`src/hdl/sbba_pkg.sv`:
```
// sbba_pkg: shared constants, config register indexes, reciprocal table and
// sequencer state type for the separable box blur unit. No dependencies.
`timescale 1ns / 1ps

package sbba_pkg;

    // default sizes of the storage
    localparam int MAX_RADIUS_DEF = 10;
    localparam int MAX_WIDTH_DEF  = 2048;
    localparam int MAX_HEIGHT_DEF = 4096;

    // config port
    localparam int CFG_ADDR_W = 2;
    localparam int CFG_DATA_W = 13;

    localparam logic [CFG_ADDR_W-1:0] CFG_BLUR_RADIUS  = 2'd0;
    localparam logic [CFG_ADDR_W-1:0] CFG_IMAGE_WIDTH  = 2'd1;
    localparam logic [CFG_ADDR_W-1:0] CFG_IMAGE_HEIGHT = 2'd2;

    localparam int RADIUS_FIELD_W = 4;
    localparam int WIDTH_FIELD_W  = 12;
    localparam int HEIGHT_FIELD_W = 13;

    localparam int WIDTH_RST  = 640;
    localparam int HEIGHT_RST = 480;

    // pixel layout
    localparam int CHAN_W  = 8;
    localparam int N_CHAN  = 4;
    localparam int PIXEL_W = 32;

    // floor(sum / (2r+1)) as (sum * recip(r)) >> RECIP_SHIFT, exact for r <= 16
    localparam int RECIP_SHIFT = 20;
    localparam int RECIP_W     = 21;

    function automatic logic [RECIP_W-1:0] recip_mult(input logic [4:0] r);
        logic [RECIP_W-1:0] m;
        case (r)
            5'd0:    m = 21'd1048576;
            5'd1:    m = 21'd349526;
            5'd2:    m = 21'd209716;
            5'd3:    m = 21'd149797;
            5'd4:    m = 21'd116509;
            5'd5:    m = 21'd95326;
            5'd6:    m = 21'd80660;
            5'd7:    m = 21'd69906;
            5'd8:    m = 21'd61681;
            5'd9:    m = 21'd55189;
            5'd10:   m = 21'd49933;
            5'd11:   m = 21'd45591;
            5'd12:   m = 21'd41944;
            5'd13:   m = 21'd38837;
            5'd14:   m = 21'd36158;
            5'd15:   m = 21'd33826;
            5'd16:   m = 21'd31776;
            default: m = 21'd31776;
        endcase
        return m;
    endfunction

    // sequencer states
    typedef enum logic [3:0] {
        ST_IDLE,
        ST_PROC,
        ST_SETUP,
        ST_RD,
        ST_ACC,
        ST_HDONE,
        ST_HADD,
        ST_VDONE,
        ST_EMIT
    } seq_state_t;

endpackage

```
`src/hdl/sbba_recip_div.sv`:
```
// sbba_recip_div: per channel floor(sum / (2r+1)) by reciprocal multiply,
// result registered on enable. Depends on sbba_pkg.
`timescale 1ns / 1ps

module sbba_recip_div #(
    parameter int SUM_W = 14,
    parameter int R_W   = 4
) (
    input  logic                                        aclk,
    input  logic                                        en,
    input  logic [R_W-1:0]                              radius,
    input  logic [sbba_pkg::N_CHAN-1:0][SUM_W-1:0]      sum,
    output logic [sbba_pkg::N_CHAN-1:0][sbba_pkg::CHAN_W-1:0] quot
);

    localparam int PROD_W = SUM_W + sbba_pkg::RECIP_W;

    logic [sbba_pkg::RECIP_W-1:0]                 mult;
    logic [sbba_pkg::N_CHAN-1:0][PROD_W-1:0]      prod;
    logic [sbba_pkg::N_CHAN-1:0][sbba_pkg::CHAN_W-1:0] quot_reg;

    // reciprocal of the window length
    assign mult = sbba_pkg::recip_mult(5'(radius));

    // one multiply per channel
    always_comb begin
        for (int i = 0; i < sbba_pkg::N_CHAN; i++) begin
            prod[i] = PROD_W'(sum[i]) * PROD_W'(mult);
        end
    end

    // quotient register
    always_ff @(posedge aclk) begin
        if (en) begin
            for (int i = 0; i < sbba_pkg::N_CHAN; i++) begin
                quot_reg[i] <= prod[i][sbba_pkg::RECIP_SHIFT +: sbba_pkg::CHAN_W];
            end
        end
    end

    assign quot = quot_reg;

endmodule

```
`config.mk`:
```
export PLATFORM = sky130hd
export DESIGN_NAME = sbba_recip_div
export DESIGN_NICKNAME = d
export VERILOG_FILES = /design/src/hdl/sbba_pkg.sv /design/src/hdl/sbba_recip_div.sv
export SDC_FILE = /design/constraint.sdc
export NUM_CORES = 2
export LEC_CHECK = 0
export BUFFER_PORTS_ARGS = -buffer_cell sky130_fd_sc_hd__buf_2
export CORE_MARGIN = 2
export CORE_UTILIZATION = 30
export CTS_BUF_LIST = sky130_fd_sc_hd__clkbuf_8
export CTS_CLUSTER_SIZE = 30
export DETAILED_ROUTE_END_ITERATION = 6
export SYNTH_ARGS = -nofsm -noshare
export SYNTH_HDL_FRONTEND = slang
export SYNTH_SLANG_ARGS = --single-unit
```
`constraint.sdc`:
```
create_clock -name aclk -period 12.4 [get_ports aclk]
set_input_delay 2.48 -clock aclk [delete_from_list [all_inputs] [get_ports aclk]]
set_output_delay 2.48 -clock aclk [all_outputs]
set_load 0.01 [all_outputs]
```
# ---- Yosys cells after proc, flatten, opt, wreduce, memory -nomap -nowiden
# Memories as Yosys holds them, arrays and structs flattened.
# Cells that the tools add are included.
dict set report word_totals {
  register_bits 32
  romBits 320
  inputBits 62
  out_inout_bits 32
  wordCells 9
  n_memories 1
}
dict set report classes {
  multipliers 4
}
# name depth word_bits read_ports rd_clocked_by_memory_dff write_ports line_no
set memory_table {}
lappend memory_table {{(no name shown)} 16 20 1 0 0 sbba_pkg.sv:38} ;# case (r)
# op count
set ops {}
lappend ops {{$mul 14x21->28} 4}

# ---- Longest topological paths before layout
# An unclocked memory read counts as a cell.
dict set report depth {
  depth_word 2
  ltp_mapped 30
  ltp_nobuf 28
}

# ---- Worst setup path after synthesis
# OpenSTA, ideal clock, no wires.
dict set report synth_path {
  path_kind {in2reg}
  startpoint {input port radius[2]}
  endpoint {register quot_reg, in the netlist quot[23] (data pin)}
  setup_time_ps 260
  arrival_time_ps 8979
  required_time_ps 12140
  setup_slack_ps 3161
  path_stages 26
  path_buffers 5
  cell_sequence {clkbuf_1 -> clkbuf_1 -> buf_1 -> o21ai_0 -> o221ai_1 -> clkbuf_1 -> clkbuf_1 -> nand2_1 -> fa_1 -> inv_1 -> fa_1 -> fa_1 -> fa_1 -> fa_1 -> inv_1 -> fa_1 -> inv_1 -> ha_1 -> nand4_1 -> nor4_1 -> nand4_1 -> a311oi_2 -> nand2_1 -> o211ai_1 -> o211ai_1 -> xnor2_1}
}
# item line_no
set synth_lines {}
lappend synth_lines {{from (decl)} sbba_recip_div.sv:11} ;# input logic [R_W-1:0] radius,
lappend synth_lines {{to (signal, indexed assignment)} sbba_recip_div.sv:36} ;# quot_reg[i] <= prod[i][sbba_pkg::RECIP_SHIFT +: sbba_pkg::CHAN_W];
lappend synth_lines {{to (decl)} sbba_recip_div.sv:20} ;# logic [sbba_pkg::N_CHAN-1:0][sbba_pkg::CHAN_W-1:0] quot_reg;

==> metrics.md <==
| Metric | Value |
|---|---|
| Gr usage total | `0.1664` |
| WL met3 | `approximately 4300 um` |
| # DRC | `0` |
| WHS Endpoint | `quot[24]` |
| Row Count | `around 120` |
| Die width | `330.5 um` |
| Cell with the most instances after synthesis | `inv_1` |
| Yosys warning total | `0` |
| Crit path time final | `a little under 10 ns` |
| CP Capture Type | `flop` |
| Mean Syn Cell Area | `just under 9 sq um` |
| CTS Buf Count | `5` |
| Peak VDD IR | `~0.00021 V` |
| Most frequent CP cell | `fa_1` |
| Post-synth top cells | `873 x inv_1, 792 x fa_1, 551 x nand2_1, 447 x and2_1, 280 x ha_1` |
| Max reg flops | `32` |
| Seq cells post-synth | `32` |
| Post-synth top area share | `0.4958` |
| Worst Tran Pin Value | `just over 1 ns` |
| Gates resized, CTS repair | `0` |
| Hold Fails Final Rpt | `0` |
| Xor and xnor fraction of the mapped netlist area | `0.01972` |
| Wl on met1 | `36980 um` |
| Final Setup Violations | `0` |
| Share of cells above drive strength 1 | `0.04677` |
| FMAX | `just over 100 MHz` |
| Cell count after synthesis | `around 3600` |
| Vias per inst | `between 4 and 5` |
| RD Place Congestion | `between 0.8 and 0.9` |
| Largest family of logic cells by synthesized area | `adder cells` |
| Clk sinks | `32` |
| Hpwl dp | `64490 um` |
| RSZ-0062 raised after global routing | `false` |
| Max-cap violations | `0` |
| Netlist cell types | `54` |
| Die Y | `330.5 um` |
| DR vias | `about 23000` |
| Synth Net Count | `4736` |
| Detailed Routing Iterations Pass 1 | `5` |
| CTS tree | `built` |
| Worst hold path stage count | `2` |
| Top layer in use | `met5` |
| Vias in the first global route | `25330` |
| Antenna violations before repair | `5` |
| Setup Buffers After CTS | `0` |
| WS Path Type | `primary input to flop` |
| Worst hold start | `en` |
| Met2 routed WL | `42580 um` |
| Critical Path AT | `10.04 ns` |
| First-pass GRT wire length | `141100 um` |
| CTS clk-pin slew, worst paths | `approximately 0.080 ns` |
| Slowest CP cell | `a21oi_4` |
| Slew Limit Fails | `0` |
| Final std cells w/o fill | `4922` |
| Register area share after synthesis | `0.03005` |
| Routed wire length | `around 86000 um` |
| Fin crit share | `0.8003` |
| Core Region | `about 0.11 sq mm` |
| Synthesis-to-finish area growth | `6.147%` |
| Initial Utilization | `0.3029` |
| Total grt overflow | `0` |
| Post-Place Cells | `4911` |
| Synth Area in Compound Gates | `0.02950` |
| CP Depth | `26` |
| Asr flop ratio synth | `0` |
| Top post-synthesis cells by area | `fa_1 50%, ha_1 11%, inv_1 10%, and2_1 8.7%, nand2_1 6.5%` |
| HP Class | `primary input to flop` |
| Setup TNS | `0 ns` |
| Largest net degree at the start of global routing | `68` |
| Clk buf depth | `2` |
| Top fanout value on the critical path | `26` |
| Final net count | `~4700` |
| # H-tree levels | `2` |
| Remaining antenna violation count | `0` |
| Static Leak | `about 0.017 uW` |
| Synth Flop Type | `edfxtp_1` |
| CP Buf/Inv Count | `6` |
| CTS Hold Bufs | `0` |
| Data required time of the critical path | `12.52 ns` |
| PD cells | `between 200 and 300 mW/mm^2` |
| DRT iter0 DRCs | `approximately 1200` |
| Post-synthesis mux area share | `0.001995` |
| Post-Synth Simple-Gate Area | `0.1851` |
| Post-synth EDFFs | `32` |
| Crit path largest cell delay | `between 0.7 and 0.8 ns` |
| Die area | `0.1092 sq mm` |
| Top Family by Delay on Critical Path | `adder cells` |
| Wire per inst | `~17 um` |
| Post-synthesis cell area | `0.03198 sq mm` |
| Max_slew headroom | `0.3217` |
| CTS root buf | `clkbuf_8` |
| Worst setup SP type | `primary input` |
| Synth area leader | `fa_1` |
| Status | `finished, final reports clean` |
| I/O pin total | `94` |
| Synth Area in Adders | `0.6054` |
| # port buffers | `a little over 90` |
## cell usage in the layout (no fill, tap or decap), types with 4 or more instances in the layout
cell type  Yosys  routed
a21oi_1       41      38
nor2_1        39      37
ha_1         280     280
nor3_1        18      16
a31oi_1        9       8
edfxtp_1      32      32
a211oi_1       8       8
buf_4          1      36
buf_2          0      93
o21a_1        12      11
nand2_1      551     551
and3_1        71      71
a21oi_4        0       4
o21ai_0       33      31
a21o_1        10       9
a22oi_1        4       4
o211ai_1       9       9
xor2_1        14      14
clkbuf_8       0       5
xnor2_1       58      58
nand3_1       17      17
or3_1          6       6
nand2b_1       6       6
and2_1       447     447
nand4_1       12      12
inv_1        873     875
fa_1         792     792
buf_12         0       4
## per-stage QoR
step,area (sq um),setup WS [ns],util,hold WS [ns],total power (uW)
after floorplan,31980,3.161,-,2.593,6728
after global placement,33860,2.214,0.3207,2.896,8611
after detailed placement,33860,2.140,0.3207,2.898,8672
after CTS,33940,2.524,0.3215,2.760,8884
after global routing,33940,2.044,0.3215,2.785,10190
final,33940,2.476,0.3215,2.761,8735
## per-layer routing
layer / up-vias / track usage
met1: 12050 / 0.2199
li1: 10270 / -
met3: 109 / 0.02084
met4: 6 / 0.04387
met2: 551 / 0.2872
met5: - / 0
## layout make-up
| class | count | area (sq um) |
|---|---|---|
| multi-input cells | 2482 | 27060 |
| clock buffers | 5 | 68.82 |
| clock inverters | 3 | 11.26 |
| inverters | 873 | 3277 |
| well taps | 1391 | 1740 |
| repair buffers | 133 | 815.8 |
| diodes | 3 | 7.507 |
| flip-flops and latches | 32 | 960.9 |
| fillers | 10980 | 71620 |
## where the power goes
| part | internal, uW | leakage, uW | total (uW) | switching [uW] |
|---|---|---|---|---|
| clock | 37.6 | 0.0000482 | 96.1 | 58.5 |
| combinational | 3580 | 0.0168 | 8220 | 4640 |
| sequential | 393 | 0.000313 | 414 | 21.1 |
| total | 4020 | 0.0171 | 8730 | 4720 |
## how the worst max path moves through the flow
stage / from / slack (ns) / to
finish: radius[1] / 2.48 / quot[31]
detailed placement: radius[1] / 2.14 / quot[23]
CTS: radius[1] / 2.52 / quot[31]
global placement: radius[1] / 2.21 / quot[23]
floorplan: radius[2] / 3.16 / quot[23]
global route: radius[1] / 2.04 / quot[31]
## cells by family after synthesis
family          count (synthesis)
simple gates                 1185
buf+inv                      1088
flops                          32
xor+xnor                       72
compound gates                148
fa+ha+maj                    1072
mux                             5
No activity file was read; power rests on OpenSTA's default activity.
